$ cat src/rtl/core/sist_pkg.sv
// ----------------------------------------------------------------------------
// Sorted table package
// Shared types and constants for the sorted insert/search table: item
// structs, item kind codes and the structs that run along the chain of cells.
// ----------------------------------------------------------------------------
package sist_pkg;

    localparam int DATA_W  = 32;
    localparam int SUM_W   = 36;
    localparam int KIND_W  = 2;
    localparam int POS_W   = 4;
    localparam int COUNT_W = 5;

    // Item kind codes.
    localparam logic [KIND_W-1:0] KIND_INSERT = 2'd0;
    localparam logic [KIND_W-1:0] KIND_SEARCH = 2'd1;
    localparam logic [KIND_W-1:0] KIND_CLEAR  = 2'd2;

    // One input item.
    typedef struct packed {
        logic [KIND_W-1:0]        kind;
        logic signed [DATA_W-1:0] value;
    } req_item_t;

    // One result item.
    typedef struct packed {
        logic [POS_W-1:0]        position;
        logic                    found;
        logic                    full_refused;
        logic [COUNT_W-1:0]      entry_count;
        logic signed [SUM_W-1:0] total;
    } rsp_item_t;

    // Operation broadcast to every cell for one cycle.
    typedef struct packed {
        logic                     insert;
        logic                     search;
        logic                     clear;
        logic signed [DATA_W-1:0] value;
    } cell_ctrl_t;

    // What one cell hands to the next cell up the chain.
    typedef struct packed {
        logic signed [DATA_W-1:0] entry;
        logic                     valid;
        logic                     le;
        logic                     eq;
    } cell_link_t;

    // Sequencer states.
    typedef enum logic [2:0] {
        ST_IDLE = 3'b001,
        ST_CMP  = 3'b010,
        ST_RES  = 3'b100
    } seq_state_t;

endpackage

$ cat src/rtl/core/sist_cell.sv
// ----------------------------------------------------------------------------
// Sorted table cell
// Holds one table entry and its valid bit. Compares its entry with the
// broadcast value, takes the lower neighbor's entry or the new value on an
// insert, and flags whether it is the slot of interest for the operation.
// ----------------------------------------------------------------------------
module sist_cell (
    input  logic                clk,
    input  logic                rst_n,
    input  sist_pkg::cell_ctrl_t ctrl,
    input  sist_pkg::cell_link_t prev,
    output sist_pkg::cell_link_t link,
    output logic                hit
);
    import sist_pkg::*;

    logic signed [DATA_W-1:0] entry_reg;
    logic signed [DATA_W-1:0] entry_next;
    logic                     valid_reg;
    logic                     valid_next;
    logic                     hit_reg;
    logic                     hit_next;
    logic                     le;
    logic                     eq;

    // Local compare against the broadcast value.
    assign le = valid_reg && (entry_reg <= ctrl.value);
    assign eq = valid_reg && (entry_reg == ctrl.value);

    assign link.entry = entry_reg;
    assign link.valid = valid_reg;
    assign link.le    = le;
    assign link.eq    = eq;
    assign hit        = hit_reg;

    // Next entry, valid bit and slot flag.
    always_comb
    begin
        entry_next = entry_reg;
        valid_next = valid_reg;
        hit_next   = hit_reg;
        if (ctrl.insert)
        begin
            // Larger entries move up one place; the boundary cell takes the value.
            if (!le)
            begin
                entry_next = prev.le ? ctrl.value : prev.entry;
            end
            valid_next = valid_reg | prev.valid;
            hit_next   = !le && prev.le;
        end
        else if (ctrl.search)
        begin
            // The table is sorted, so the first equal cell follows a non-equal one.
            hit_next = eq && !prev.eq;
        end
        else if (ctrl.clear)
        begin
            valid_next = 1'b0;
            hit_next   = 1'b0;
        end
    end

    // Control state.
    always_ff @(posedge clk or negedge rst_n)
    begin
        if (!rst_n)
        begin
            valid_reg <= 1'b0;
            hit_reg   <= 1'b0;
        end
        else
        begin
            valid_reg <= valid_next;
            hit_reg   <= hit_next;
        end
    end

    // Entry storage.
    always_ff @(posedge clk)
    begin
        entry_reg <= entry_next;
    end

endmodule

$ cat src/rtl/core/sorted_insert_search_table_core.sv
// ----------------------------------------------------------------------------
// Sorted insert/search table core
// Keeps up to DEPTH signed values in ascending order in a chain of cells.
// ----------------------------------------------------------------------------
// Usage:
//   Requests arrive on req with req_valid; a transfer happens when req_valid
//   is high and req_stall is low. Kind insert places the value after all
//   equal entries, kind search finds the first equal entry, kind clear
//   empties the table. Every request gives exactly one result on rsp.
//   Each request passes through the transfer, a compare step in which every
//   cell compares and shifts at once, and an encode step that loads the
//   slot flags into the result register. The next request is taken in the
//   cycle after the result is loaded, so the block does not take a new
//   request before it is through with the last one.
//   Results sit in an output register. While the receiver stalls, the block
//   still accepts and works one further request, then holds it until the
//   register frees up; req_stall stays high in the meantime.
//   Reset empties the table and clears the count and the running sum; no
//   clearing pass is needed.
// ----------------------------------------------------------------------------
module sorted_insert_search_table_core #(
    parameter int DEPTH = 16
) (
    input  logic                clk,
    input  logic                rst_n,
    input  logic                req_valid,
    output logic                req_stall,
    input  sist_pkg::req_item_t req,
    output logic                rsp_valid,
    input  logic                rsp_stall,
    output sist_pkg::rsp_item_t rsp
);
    import sist_pkg::*;

    localparam int IW = (DEPTH > 1) ? $clog2(DEPTH) : 1;
    localparam int CW = $clog2(DEPTH + 1);

    seq_state_t               state_reg;
    seq_state_t               state_next;
    logic [KIND_W-1:0]        kind_reg;
    logic signed [DATA_W-1:0] value_reg;
    logic [CW-1:0]            count_reg;
    logic [CW-1:0]            count_next;
    logic signed [SUM_W-1:0]  sum_reg;
    logic signed [SUM_W-1:0]  sum_next;
    logic                     refused_reg;
    logic                     refused_next;
    logic                     rsp_valid_reg;
    logic                     rsp_valid_next;
    rsp_item_t                rsp_reg;
    rsp_item_t                rsp_next;
    logic                     full;
    logic                     req_xfer;
    logic                     load_rsp;
    cell_ctrl_t               ctrl;
    cell_link_t               links [DEPTH+1];
    logic [DEPTH-1:0]         hits;
    logic [IW-1:0]            pos_enc;
    logic                     hit_op;
    logic                     any_hit;

    assign full      = (count_reg == CW'(DEPTH));
    assign req_stall = (state_reg != ST_IDLE);
    assign req_xfer  = req_valid && !req_stall;
    assign load_rsp  = (state_reg == ST_RES) && (!rsp_valid_reg || !rsp_stall);
    assign rsp_valid = rsp_valid_reg;
    assign rsp       = rsp_reg;

    // Operation broadcast to the cells during the compare cycle.
    always_comb
    begin
        ctrl.value  = value_reg;
        ctrl.insert = (state_reg == ST_CMP) && (kind_reg == KIND_INSERT) && !full;
        ctrl.search = (state_reg == ST_CMP) && (kind_reg == KIND_SEARCH);
        ctrl.clear  = (state_reg == ST_CMP) && (kind_reg == KIND_CLEAR);
    end

    // The bottom of the chain acts as an always-smaller neighbor.
    always_comb
    begin
        links[0].entry = value_reg;
        links[0].valid = 1'b1;
        links[0].le    = 1'b1;
        links[0].eq    = 1'b0;
    end

    // Row of cells.
    for (genvar i = 0; i < DEPTH; i++)
    begin : g_cell
        sist_cell u_cell (
            .clk   (clk),
            .rst_n (rst_n),
            .ctrl  (ctrl),
            .prev  (links[i]),
            .link  (links[i+1]),
            .hit   (hits[i])
        );
    end

    // At most one cell flags a slot; merge its index.
    always_comb
    begin
        pos_enc = '0;
        for (int i = 0; i < DEPTH; i++)
        begin
            if (hits[i])
            begin
                pos_enc = pos_enc | IW'(i);
            end
        end
    end

    // Slot flags are only set by a search or an accepted insert (a clear zeroes
    // them); the unused kind and a refused insert leave older flags in the cells.
    assign hit_op  = (kind_reg == KIND_SEARCH)
                  || ((kind_reg == KIND_INSERT) && !refused_reg);
    assign any_hit = hit_op && (|hits);

    // Count, running sum and refusal flag.
    always_comb
    begin
        count_next   = count_reg;
        sum_next     = sum_reg;
        refused_next = refused_reg;
        if (state_reg == ST_CMP)
        begin
            refused_next = (kind_reg == KIND_INSERT) && full;
            if (ctrl.insert)
            begin
                count_next = count_reg + CW'(1);
                sum_next   = sum_reg + SUM_W'(value_reg);
            end
            else if (ctrl.clear)
            begin
                count_next = '0;
                sum_next   = '0;
            end
        end
    end

    // Result assembly.
    always_comb
    begin
        rsp_next              = rsp_reg;
        rsp_valid_next        = rsp_valid_reg;
        if (rsp_valid_reg && !rsp_stall)
        begin
            rsp_valid_next = 1'b0;
        end
        if (load_rsp)
        begin
            rsp_next.position     = any_hit ? POS_W'(pos_enc) : '0;
            rsp_next.found        = any_hit;
            rsp_next.full_refused = refused_reg;
            rsp_next.entry_count  = COUNT_W'(count_reg);
            rsp_next.total        = sum_reg;
            rsp_valid_next        = 1'b1;
        end
    end

    // Sequencer.
    always_comb
    begin
        state_next = state_reg;
        unique case (state_reg)
            ST_IDLE:
            begin
                if (req_xfer)
                begin
                    state_next = ST_CMP;
                end
            end
            ST_CMP:
            begin
                state_next = ST_RES;
            end
            ST_RES:
            begin
                if (load_rsp)
                begin
                    state_next = ST_IDLE;
                end
            end
            default:
            begin
                state_next = ST_IDLE;
            end
        endcase
    end

    // Control registers.
    always_ff @(posedge clk or negedge rst_n)
    begin
        if (!rst_n)
        begin
            state_reg     <= ST_IDLE;
            count_reg     <= '0;
            sum_reg       <= '0;
            refused_reg   <= 1'b0;
            rsp_valid_reg <= 1'b0;
        end
        else
        begin
            state_reg     <= state_next;
            count_reg     <= count_next;
            sum_reg       <= sum_next;
            refused_reg   <= refused_next;
            rsp_valid_reg <= rsp_valid_next;
        end
    end

    // Payload registers.
    always_ff @(posedge clk)
    begin
        if (req_xfer)
        begin
            kind_reg  <= req.kind;
            value_reg <= req.value;
        end
        rsp_reg <= rsp_next;
    end

endmodule
$ cat config.mk
export PLATFORM = sky130hd
export DESIGN_NAME = sorted_insert_search_table_core
export DESIGN_NICKNAME = d
export VERILOG_FILES = /design/src/rtl/core/sist_pkg.sv /design/src/rtl/core/sist_cell.sv /design/src/rtl/core/sorted_insert_search_table_core.sv
export SDC_FILE = /design/constraint.sdc
export NUM_CORES = 2
export LEC_CHECK = 0
export BUFFER_PORTS_ARGS = -buffer_cell sky130_fd_sc_hd__buf_2
export CORE_MARGIN = 4
export CORE_UTILIZATION = 35
export DETAILED_ROUTE_END_ITERATION = 7
export PLACE_DENSITY = 0.47
export SYNTH_ARGS = -nofsm -noshare
export SYNTH_HDL_FRONTEND = slang
export SYNTH_HIERARCHICAL = 1
export SYNTH_SLANG_ARGS = --single-unit
$ cat constraint.sdc
create_clock -name clk -period 6.5 [get_ports clk]
set_clock_uncertainty 0.05 [all_clocks]
set_input_delay 0.975 -clock clk [delete_from_list [all_inputs] [get_ports clk]]
set_output_delay 0.975 -clock clk [all_outputs]
set_load 0.005 [all_outputs]
==> run summary <==
The initial DRC count was 1283; the TritonCTS sink count was 671. The I/O pin count is 87, and the number of fill cells in the layout is 11830. Max-cap violations in this run came to 0. The starting density of the core is 0.3520, and the number of buffers on the longest clock path is 3. The fmax was 208.3 MHz; the first-pass detailed-route iteration total was 5. The pin count of the biggest net entering global routing was 82. The global-route total usage across every layer was 0.1640.

The later pin in the worst-skew pair is clocked with a latency of 0.67 ns. Setup repair after global routing left no endpoint under its margin. The register with the most flip-flops in the layout has 512 of them. For the final max-slew violation count, the log shows 0. The flow ran to the end, and the final reports show no timing, DRC or antenna violations. The average routed wire per standard cell was 19.20 um; the overall via count from detail_route was 28130. For the final routed database, the setup TNS stands at 0 ns. Buffers inserted during clock tree synthesis total 84. The HPWL after detailed placement is 82440 um. Row generation in the floorplan step produced 129 rows.

Across the VDD grid, the largest voltage drop is 239.9 uV. The ratio of routed vias to standard cells works out to 5.029. Yosys printed 6 warnings.

The mean post-synth cell area works out to 11.58 um2. The tools report the deepest level of the CTS H-tree as 3. The tools report the final wirelength as 107400 um. The share of cells above drive strength 1 is 0.2343. The synthesized netlist cell count was 3754; the power per standard cell area was 293.9 nW/um2. The share of the clock period used by the worst path came out at 0.7385.

The count of hold buffers inserted by post-cts repair is 0, and the area added between synthesis and finish is 12.52%. Once the clock tree was built, the resizer swapped 0 gates to a different size. At the end of routability-driven placement, the weighted congestion stood at 0.8345. For the final standard cell count with taps included and fillers excluded, the log shows 5594. The net count of the finished layout is 4473. The tightest slew margin relative to the limit is 0.2648. TritonCTS built the clock tree.

Post-CTS timing repair inserted 0 buffers for setup. The top cell types in the final layout, fill and taps aside, are sky130_fd_sc_hd__edfxtp_1, sky130_fd_sc_hd__inv_1, sky130_fd_sc_hd__ha_1, sky130_fd_sc_hd__mux2_2, sky130_fd_sc_hd__a21oi_1. The floorplan step set the die height to 360.4 um.

In this run, placement finished with an instance count of 5435. The end-of-flow core utilization was 0.3961. The tools report the global-route wire length before repair as 167500 um. The tree is rooted in a sky130_fd_sc_hd__clkbuf_16.

The worst setup path is captured at a flip-flop. The synthesized netlist occupies a cell area of 43460 um2. At the worst endpoint, the required time is 6.85 ns. The number of global-route vias before repair came out at 28980. The number of antenna diodes in the final layout is 0. Area inside the core boundary: 123500 um2.

Leaving out fill and tap cells, the most frequent cell in the layout is sky130_fd_sc_hd__edfxtp_1. The die is 360.4 um wide. For the pin with the worst max-slew slack, the measured transition is 1.103 ns.

The number of setup violations in the final report was 0; the total congestion overflow after global routing was 0. The minimum period implied by the final worst setup slack came out at 4.800 ns. The run gives 0 as the final routed DRC violation total. The tightest min-delay check is of the in -> async type. For the worst setup path, the data arrival time is 5.15 ns. By startpoint and endpoint, the worst setup path is classified as reg -> reg. The tools report the kind of start point of the critical path as a flip-flop. Worst-path maximum fanout: 20.

The leakage power of the design is 0.02021 uW. The number of buffers inserted by port buffering came out at 86. The floorplan step defined a die boundary enclosing 129900 um2. The logs give 0 for the antenna violation net count after detailed routing and 2 for the initial antenna violation count.

The hold violation count in the final report came out at 0. The clock slew at the register clock pins of the worst setup and hold paths is 0.06 ns.
[power breakdown]
part / total, uW / internal (uW) / switching, uW
sequential: 5540 / 5160 / 388
clock: 4630 / 2760 / 1870
combinational: 4200 / 1680 / 2520
total: 14400 / 9600 / 4780
[per-stage QoR]
stage	cell area [um2]	worst slack [ns]	hold slack (ns)	power, uW
after floorplan	43470	0.3815	0.3968	8533
after global placement	46160	1.628	0.4189	9808
after detailed placement	46160	1.564	0.4196	9859
after CTS	48890	1.542	0.1580	14600
after global routing	48900	1.393	0.1831	15360
final	48900	1.700	0.2092	14370
[critical path, cell delays in order, from the launching register on]
cell and delay [ns]:
sky130_fd_sc_hd__edfxtp_1 0.80, sky130_fd_sc_hd__buf_4 0.33, sky130_fd_sc_hd__inv_1 0.07, sky130_fd_sc_hd__ha_1 0.32, sky130_fd_sc_hd__nand4_1 0.19, sky130_fd_sc_hd__nor4_1 0.78
sky130_fd_sc_hd__nand2_1 0.10, sky130_fd_sc_hd__nor3_1 0.49, sky130_fd_sc_hd__or3_1 0.65, sky130_fd_sc_hd__buf_4 0.37, sky130_fd_sc_hd__mux2_2 0.37
[metal layers]
metal  vias up  share of wire  global-route usage  wire [um]
li1      14160              -                   -          -
met1     13430           0.43              0.1999      46690
met2       373           0.50              0.2943      53660
met3       166          0.030             0.02579       3224
met4         0          0.036             0.05591       3837
met5         -              0                   0          0
[final cells by class]
type	instances	area, um2	share of cell area
clock buffer	123	2402	0.04912
sequential	671	19760	0.4041
timing repair buffer	179	1226	0.02507
inverter	572	2147	0.04390
clock inverter	35	326.6	0.006678
multi-input combinational	2377	20990	0.4293
tap	1637	2048	0.04188
[path summary, 6_finish.rpt]
path	startpoint	slack (ns)	cells after the start	endpoint
worst max-delay path	value_reg[30]	1.70	10	g_cell[9].u_cell/entry_reg[9]
worst max register to register	value_reg[30]	1.70	10	g_cell[9].u_cell/entry_reg[9]
worst min register to register	sum_reg[24]	0.44	0	rsp[24]
min in group clk	sum_reg[24]	0.44	0	rsp[24]
worst min-delay path	rst_n	0.21	1	sum_reg[35]
max in group asynchronous	rst_n	4.94	2	g_cell[1].u_cell/valid_reg
(Power assumes the default switching activity.)
